<file path="config.mk">
export PLATFORM = sky130hd
export DESIGN_NAME = dmmh_useq
export DESIGN_NICKNAME = d
export VERILOG_FILES = /design/src/hdl/dmmh_pkg.sv /design/src/hdl/dmmh_useq.sv
export SDC_FILE = /design/constraint.sdc
export NUM_CORES = 1
export LEC_CHECK = 0
export BUFFER_PORTS_ARGS = -buffer_cell sky130_fd_sc_hd__buf_2
export CORE_MARGIN = 2
export CORE_UTILIZATION = 45
export CTS_BUF_LIST = sky130_fd_sc_hd__clkbuf_2 sky130_fd_sc_hd__clkbuf_4 sky130_fd_sc_hd__clkbuf_8
export DETAILED_ROUTE_END_ITERATION = 16
export PLACE_DENSITY = 0.84
export SKIP_LAST_GASP = 1
export SLEW_MARGIN = 20
export SYNTH_ARGS = -nofsm -noshare
export SYNTH_HDL_FRONTEND = slang
export SYNTH_SLANG_ARGS = --single-unit
export TNS_END_PERCENT = 50
</file>
<file path="constraint.sdc">
create_clock -name clk -period 4.5 [get_ports clk]
set_input_delay 0.225 -clock clk [delete_from_list [all_inputs] [get_ports clk]]
set_output_delay 0.225 -clock clk [all_outputs]
set_load 0.01 [all_outputs]
</file>
<file path="src/hdl/dmmh_pkg.sv">
// ----------------------------------------------------------------------------
// Dual multiply-mix hash package
// Widths, microcode field codes, the control word layout and the microcode
// table that drives the shared multiply-mix datapath.
// ----------------------------------------------------------------------------
`default_nettype none

package dmmh_pkg;

    localparam int WORD_W      = 32;
    localparam int HALF_W      = 16;
    localparam int CFG_INDEX_W = 1;
    localparam int STEP_W      = 4;

    typedef logic [WORD_W-1:0]      word_t;
    typedef logic [CFG_INDEX_W-1:0] cfg_index_t;
    typedef logic [STEP_W-1:0]      step_t;

    localparam cfg_index_t REG_SEED_LOW  = 1'd0;
    localparam cfg_index_t REG_SEED_HIGH = 1'd1;

    // Multiplier operand source.
    localparam logic [1:0] Y_X     = 2'd0;
    localparam logic [1:0] Y_W0_SC = 2'd1;
    localparam logic [1:0] Y_W0_RC = 2'd2;
    localparam logic [1:0] Y_W1_X  = 2'd3;

    // Full-width coefficient source.
    localparam logic [1:0] KM_CONST     = 2'd0;
    localparam logic [1:0] KM_SEED_LOW  = 2'd1;
    localparam logic [1:0] KM_SEED_HIGH = 2'd2;

    // Combination of the two products.
    localparam logic [1:0] OP_ADD  = 2'd0;
    localparam logic [1:0] OP_SUB  = 2'd1;
    localparam logic [1:0] OP_RSUB = 2'd2;

    // Result destination.
    localparam logic [2:0] D_X          = 3'd0;
    localparam logic [2:0] D_X_ACC_SWAP = 3'd1;
    localparam logic [2:0] D_X_ACC_REV  = 3'd2;
    localparam logic [2:0] D_SWAP       = 3'd3;
    localparam logic [2:0] D_REV        = 3'd4;

    // Sequencing.
    localparam logic SEQ_NEXT = 1'b0;
    localparam logic SEQ_END  = 1'b1;

    typedef struct packed {
        logic [1:0] ysel;
        logic [1:0] kmode;
        word_t      k1;
        word_t      k2;
        logic [1:0] op;
        logic [2:0] dest;
        logic       seq;
    } uword_t;

    typedef struct packed {
        logic   load;
        logic   step_en;
        uword_t uw;
    } dmmh_ctrl_t;

    typedef struct packed {
        logic last;
        logic out_busy;
    } dmmh_status_t;

    function automatic uword_t mk_uword(input logic [1:0] ysel, input logic [1:0] kmode,
                                        input word_t k1, input word_t k2,
                                        input logic [1:0] op, input logic [2:0] dest,
                                        input logic seq);
        uword_t w;
        w.ysel  = ysel;
        w.kmode = kmode;
        w.k1    = k1;
        w.k2    = k2;
        w.op    = op;
        w.dest  = dest;
        w.seq   = seq;
        return w;
    endfunction

    function automatic uword_t ucode_rom(input step_t step);
        uword_t w;
        unique case (step)
            4'd0:  w = mk_uword(Y_W0_SC, KM_SEED_LOW, 32'h69FB0000, 32'h10FA9605,
                                OP_SUB, D_X, SEQ_NEXT);
            4'd1:  w = mk_uword(Y_X, KM_CONST, 32'h79F8A395, 32'h689B6B9F,
                                OP_ADD, D_X, SEQ_NEXT);
            4'd2:  w = mk_uword(Y_X, KM_CONST, 32'hEA970001, 32'h3C101569,
                                OP_SUB, D_X_ACC_SWAP, SEQ_NEXT);
            4'd3:  w = mk_uword(Y_W1_X, KM_SEED_HIGH, 32'h13DB0000, 32'h3CE8EC25,
                                OP_SUB, D_X, SEQ_NEXT);
            4'd4:  w = mk_uword(Y_X, KM_CONST, 32'h59C3AF2D, 32'h2232E0F1,
                                OP_SUB, D_X, SEQ_NEXT);
            4'd5:  w = mk_uword(Y_X, KM_CONST, 32'h1EC90001, 32'h35BD1EC9,
                                OP_ADD, D_SWAP, SEQ_NEXT);
            4'd6:  w = mk_uword(Y_W0_RC, KM_SEED_LOW, 32'h00000000, 32'h00000000,
                                OP_ADD, D_X, SEQ_NEXT);
            4'd7:  w = mk_uword(Y_X, KM_CONST, 32'hB1110000, 32'h30674EEF,
                                OP_SUB, D_X, SEQ_NEXT);
            4'd8:  w = mk_uword(Y_X, KM_CONST, 32'h5B9F0000, 32'h78F7A461,
                                OP_SUB, D_X, SEQ_NEXT);
            4'd9:  w = mk_uword(Y_X, KM_CONST, 32'h46930000, 32'h12CEB96D,
                                OP_RSUB, D_X, SEQ_NEXT);
            4'd10: w = mk_uword(Y_X, KM_CONST, 32'h1D830000, 32'h257E1D83,
                                OP_ADD, D_X_ACC_REV, SEQ_NEXT);
            4'd11: w = mk_uword(Y_W1_X, KM_SEED_HIGH, 32'h00000000, 32'h00000000,
                                OP_ADD, D_X, SEQ_NEXT);
            4'd12: w = mk_uword(Y_X, KM_CONST, 32'h16F50000, 32'h5D8BE90B,
                                OP_SUB, D_X, SEQ_NEXT);
            4'd13: w = mk_uword(Y_X, KM_CONST, 32'h96FF0000, 32'h2C7C6901,
                                OP_SUB, D_X, SEQ_NEXT);
            4'd14: w = mk_uword(Y_X, KM_CONST, 32'h2B890000, 32'h7C932B89,
                                OP_ADD, D_X, SEQ_NEXT);
            4'd15: w = mk_uword(Y_X, KM_CONST, 32'h9F690000, 32'h405B6097,
                                OP_SUB, D_REV, SEQ_END);
            default: w = mk_uword(Y_X, KM_CONST, 32'h00000000, 32'h00000000,
                                  OP_ADD, D_X, SEQ_END);
        endcase
        return w;
    endfunction

endpackage

`default_nettype wire

</file>
<file path="src/hdl/dmmh_useq.sv">
// ----------------------------------------------------------------------------
// Dual multiply-mix hash microsequencer
// Step counter over the microcode table, with the end-of-pair branch that
// returns to idle, stalling on a last pair while a hash still awaits transfer.
// ----------------------------------------------------------------------------
`default_nettype none

module dmmh_useq
    import dmmh_pkg::*;
(
    input  wire logic         clk,
    input  wire logic         rst_n,
    input  wire logic         msg_valid,
    output logic              msg_ready,
    input  wire dmmh_status_t status,
    output dmmh_ctrl_t        ctrl
);

    localparam logic ST_IDLE = 1'b0;
    localparam logic ST_RUN  = 1'b1;

    logic   state_reg;
    logic   state_next;
    step_t  step_reg;
    step_t  step_next;
    uword_t uw;
    logic   stall;

    always_comb
    begin
        uw           = ucode_rom(step_reg);
        stall        = (uw.seq == SEQ_END) && status.last && status.out_busy;
        msg_ready    = (state_reg == ST_IDLE);
        ctrl.load    = msg_valid && msg_ready;
        ctrl.step_en = (state_reg == ST_RUN) && !stall;
        ctrl.uw      = uw;
    end

    always_comb
    begin
        state_next = state_reg;
        step_next  = step_reg;
        unique case (state_reg)
            ST_IDLE:
            begin
                if (ctrl.load)
                begin
                    state_next = ST_RUN;
                    step_next  = '0;
                end
            end
            ST_RUN:
            begin
                if (ctrl.step_en)
                begin
                    if (uw.seq == SEQ_END)
                    begin
                        state_next = ST_IDLE;
                        step_next  = '0;
                    end
                    else
                    begin
                        step_next = step_reg + step_t'(1);
                    end
                end
            end
            default:
            begin
                state_next = ST_IDLE;
                step_next  = '0;
            end
        endcase
    end

    always_ff @(posedge clk or negedge rst_n)
    begin
        if (!rst_n)
        begin
            state_reg <= ST_IDLE;
            step_reg  <= '0;
        end
        else
        begin
            state_reg <= state_next;
            step_reg  <= step_next;
        end
    end

    a_load_starts_program: assert property (@(posedge clk) disable iff (!rst_n)
        ctrl.load |=> (state_reg == ST_RUN && step_reg == '0))
        else $error("pair transfer did not start the program at its first step");

    a_idle_at_step_zero: assert property (@(posedge clk) disable iff (!rst_n)
        (state_reg == ST_IDLE) |-> (step_reg == '0))
        else $error("step counter not at zero while idle");

    a_stall_holds_step: assert property (@(posedge clk) disable iff (!rst_n)
        (state_reg == ST_RUN && stall) |=> (state_reg == ST_RUN && $stable(step_reg)))
        else $error("sequencer moved on while the hash register was occupied");

endmodule

`default_nettype wire

</file>
### Word-level counts from Yosys, hierarchy flattened

Memories as Yosys holds them, arrays and structs flattened.
Cells that the tools add are included.

| operators by class | value |
|---|---|
| add/subtract/negate cells | 1 |
| mux-type cells | 8 |
| bitwise logic cells | 1 |
| reduce and logical (&&, ||, !) cells | 6 |
| eq/ne operators | 2 |

Operator list:

| cell | number |
|---|---|
| $mux W4 | 3 |
| $pmux W4 S2 | 1 |
| $add A4 B1 Y4 const B | 1 |
| $logic_and A1 B1 Y1 | 4 |
| $mux W1 | 3 |
| $ne A2 B1 Y1 const B | 1 |
| $ne A2 B2 Y1 const B | 1 |
| $pmux W1 S2 | 1 |
| $reduce_and A2 Y1 | 1 |
| $logic_not A1 Y1 | 1 |
| $not A1 Y1 | 1 |

| storage, ports and cells | value |
|---|---|
| output and inout port bits | 77 |
| memory bits (read-only) | 1104 |
| logic and storage cells | 21 |
| bits of input ports | 5 |
| memories kept | 1 |
| flip-flop bits (word level) | 5 |

Memories:

| memory | words | bits a word | rd ports | clocked after Yosys merged registers in | wr ports | RTL line | text |
|---|---|---|---|---|---|---|---|
| (name not given) | 16 | 69 | 1 | 0 | 0 | dmmh_pkg.sv:87 | `unique case (step)` |

### Longest topological paths before layout

An unclocked memory read counts as a cell.

| depth | value |
|---|---|
| word-level depth | 7 |
| gate-level depth with buffers | 7 |
| gate-level depth less buffers | 5 |

### Worst setup path after synthesis

No wires, ideal clock.

| timing | value |
|---|---|
| kind | flip-flop to output port |
| from | register step_reg[1] |
| to | output port ctrl[38] (netlist name) |
| data arrival time | 1.732 ns |
| setup slack | 2.543 ns |
| buffers on the path | 2 |
| stages on the path, launching flop included | 7 |
| cell sequence | dfrtp_1 buf_2 inv_1 ha_1 clkbuf_1 nor2_1 nor3_1 |

RTL lines:

| what | RTL line | text |
|---|---|---|
| start, declared | dmmh_useq.sv:24 | `step_t step_reg;` |
| start signal, assigned | dmmh_useq.sv:85 | `step_reg <= step_next;` |
| end, declared | dmmh_useq.sv:16 | `output dmmh_ctrl_t ctrl` |

==> metrics.txt <==
outcome completed; layout cells sized above 1 33.3%; CTS tree done; post-synthesis cell count 230; Worst path max stage delay 1.03 ns; die width 62.2 um; clock root buffer clkbuf_4; Critical Path Source Type flop; H-tree Lvls 1; die area 3870 um2; Clock Path Buffers 2; num rows 21; CP arrival 2.46 ns; non-filler cells, final 328; CTS sink count 5; global-route total usage across every layer 21.7%; most common cell after layout, fill and taps aside buf_2; drt drc 0; CP Cell Sequence buf_4 -> mux2_2 -> nor2_1 -> a21oi_1 -> buf_2; Setup Buffers After CTS 0; nature of the critical path endpoint output port; Final period util 59.6%; Rel. slew slack 29.9%; number of diodes 0; Via Count 1,770; grt ovf 0; Syn Area/Cell 6.63 um2; Syn Std Cell Area 1520 um2; clock transition at the registers of the reported paths 0.04 ns; count of input and output buffers 76; vias in the first global route 1,518; CP Max Fanout 39; die height 62.2 um; fin nets 299; GP Congestion 0.978; Fillers 347; worst path required time 4.28 ns; CP top delay family flip-flops; Final Max Tran Viols 0; Routed WL 4.22 mm; unrepaired setup endpoints after global routing no; Fmax 0.373 GHz; I/O pin count 82; Max-cap violations 0; EDFF count, synth 0; Antenna Violating Nets Remaining 0; placed instance count 323; final setup fails 0; 1st-iter DRT viols 150; fraction of registers with async set/reset 100%; Core Area 3280 um2; initial cell density of the core 46.4%; average wire per standard cell 12.9 um; Vias/cell 5.40; crit path buf inv count 2; number of buffers created by CTS 3; Netlist cell types 50; crit path time final 2.68 ns; largest net degree at the start of global routing 76; Area contributors post-synth buf_4, ha_1, dfrtp_1; Setup Crit Path Kind reg2out; Skew-Pair Late Insertion Delay 0.24 ns; Fin Setup TNS 0 ns; Slowest-stage cell, CP dfrtp_1; Tightest Hold Check Type in2reg; final core utilization 54.2%; skew final 0.00178 ns; Yosys warnings 0; Hold Violations, Final 0; actual slew at the worst max-slew pin 1.05 ns; most frequent cells in the layout buf_2, o21ai_0, nand2_1, nor2_1, a21oi_1; Largest register FFs 4; HPWL Detailed 3.15 mm; DP Worst Slack 2.12 ns; Synth Register Bits 5; drt pass-1 iters 4; share of the synthesized area in the top cell type 9.36%; PnR worst setup slack 1.82 ns; main flop type after synthesis dfrtp_1; first-pass GRT wire length 7.11 mm; Layout area overhead 16.9%; initial antenna violation count 0; register area share after synthesis 8.21%; area leader, netlist buf_4
==> worst reg2reg max path, cell delays in order, from the launching register on <==
cell	delay, ns
dfrtp_1	0.71
ha_1	0.44
ha_1	0.26
a21boi_0	0.17
and3_1	0.29
a211o_1	0.23
==> path summary, 6_finish.rpt <==
check	from	to	slack, ns	cells after the start
worst max-delay path	step_reg[3]$_DFFE_PN0P_	ctrl[7]	1.82	5
worst min-delay path	status[1]	state_reg$_DFF_PN0_	0.31	3
worst max register to register	step_reg[1]$_DFFE_PN0P_	step_reg[3]$_DFFE_PN0P_	2.29	5
worst min register to register	state_reg$_DFF_PN0_	state_reg$_DFF_PN0_	0.65	2
max in group asynchronous	rst_n	step_reg[2]$_DFFE_PN0P_	4.04	2
min in group asynchronous	rst_n	state_reg$_DFF_PN0_	0.32	2
==> logic make-up (layout without fill, tap and decap cells) <==
logic type | after synthesis | count (layout) | synth area share [%]
mux | 7 | 7 | 4.84
compound gates | 81 | 81 | 32.8
other cells | 1 | 5 | 0.246
simple gates | 77 | 77 | 24.8
buf+inv | 47 | 95 | 19.5
fa+ha+maj | 11 | 11 | 9.03
flops | 5 | 5 | 8.21
xor+xnor | 1 | 1 | 0.575
==> cells in the mapped netlist (3+ instances only) <==
master and count:
a22o_1 3, a21boi_0 3, a21oi_1 17, buf_2 6, a31oi_1 6, nand2_1 20, mux2i_1 4, nor2b_1 7
o21ai_0 23, nor3_1 10, nor2_1 18, ha_1 11, inv_1 11, buf_4 19, dfrtp_1 5, and2_1 4
nand3_1 3, o21ai_1 7, nand2b_1 6, a21o_1 3, mux2_2 3, clkbuf_1 5, buf_6 4
==> timing repair <==
action,in CTS,in global routing
gates resized for setup,0,0
hold buffers,1,0
hold endpoints to repair,5,0
==> per-layer routing <==
layer  up-vias  part of all wire (%)  track usage (%)
met4         0                  0.33             4.72
met5         -                     0                0
met1       813                    41             29.7
li1        882                     -                -
met2        73                    51             37.5
met3         2                   6.9             1.63
==> metrics by stage <==
stage	area, um2	hold WS [ns]
final	1780	0.306
after global routing	1780	0.329
after CTS	1780	0.297
after detailed placement	1740	0.0423
after global placement	1740	0.0399
after floorplan	1540	-0.0706
==> layout make-up <==
class                   instances  area, um2  area share, %
flip-flops and latches          5        126           7.09
clock buffers                   4       30.0           1.69
repair buffers                 79        405           22.8
inverters                      12       45.0           2.53
well taps                      46       57.6           3.23
multi-input cells             182       1120           62.7
Power is not shown: default switching activity piles up to over one toggle a cycle in this logic, so the estimate is an artifact.
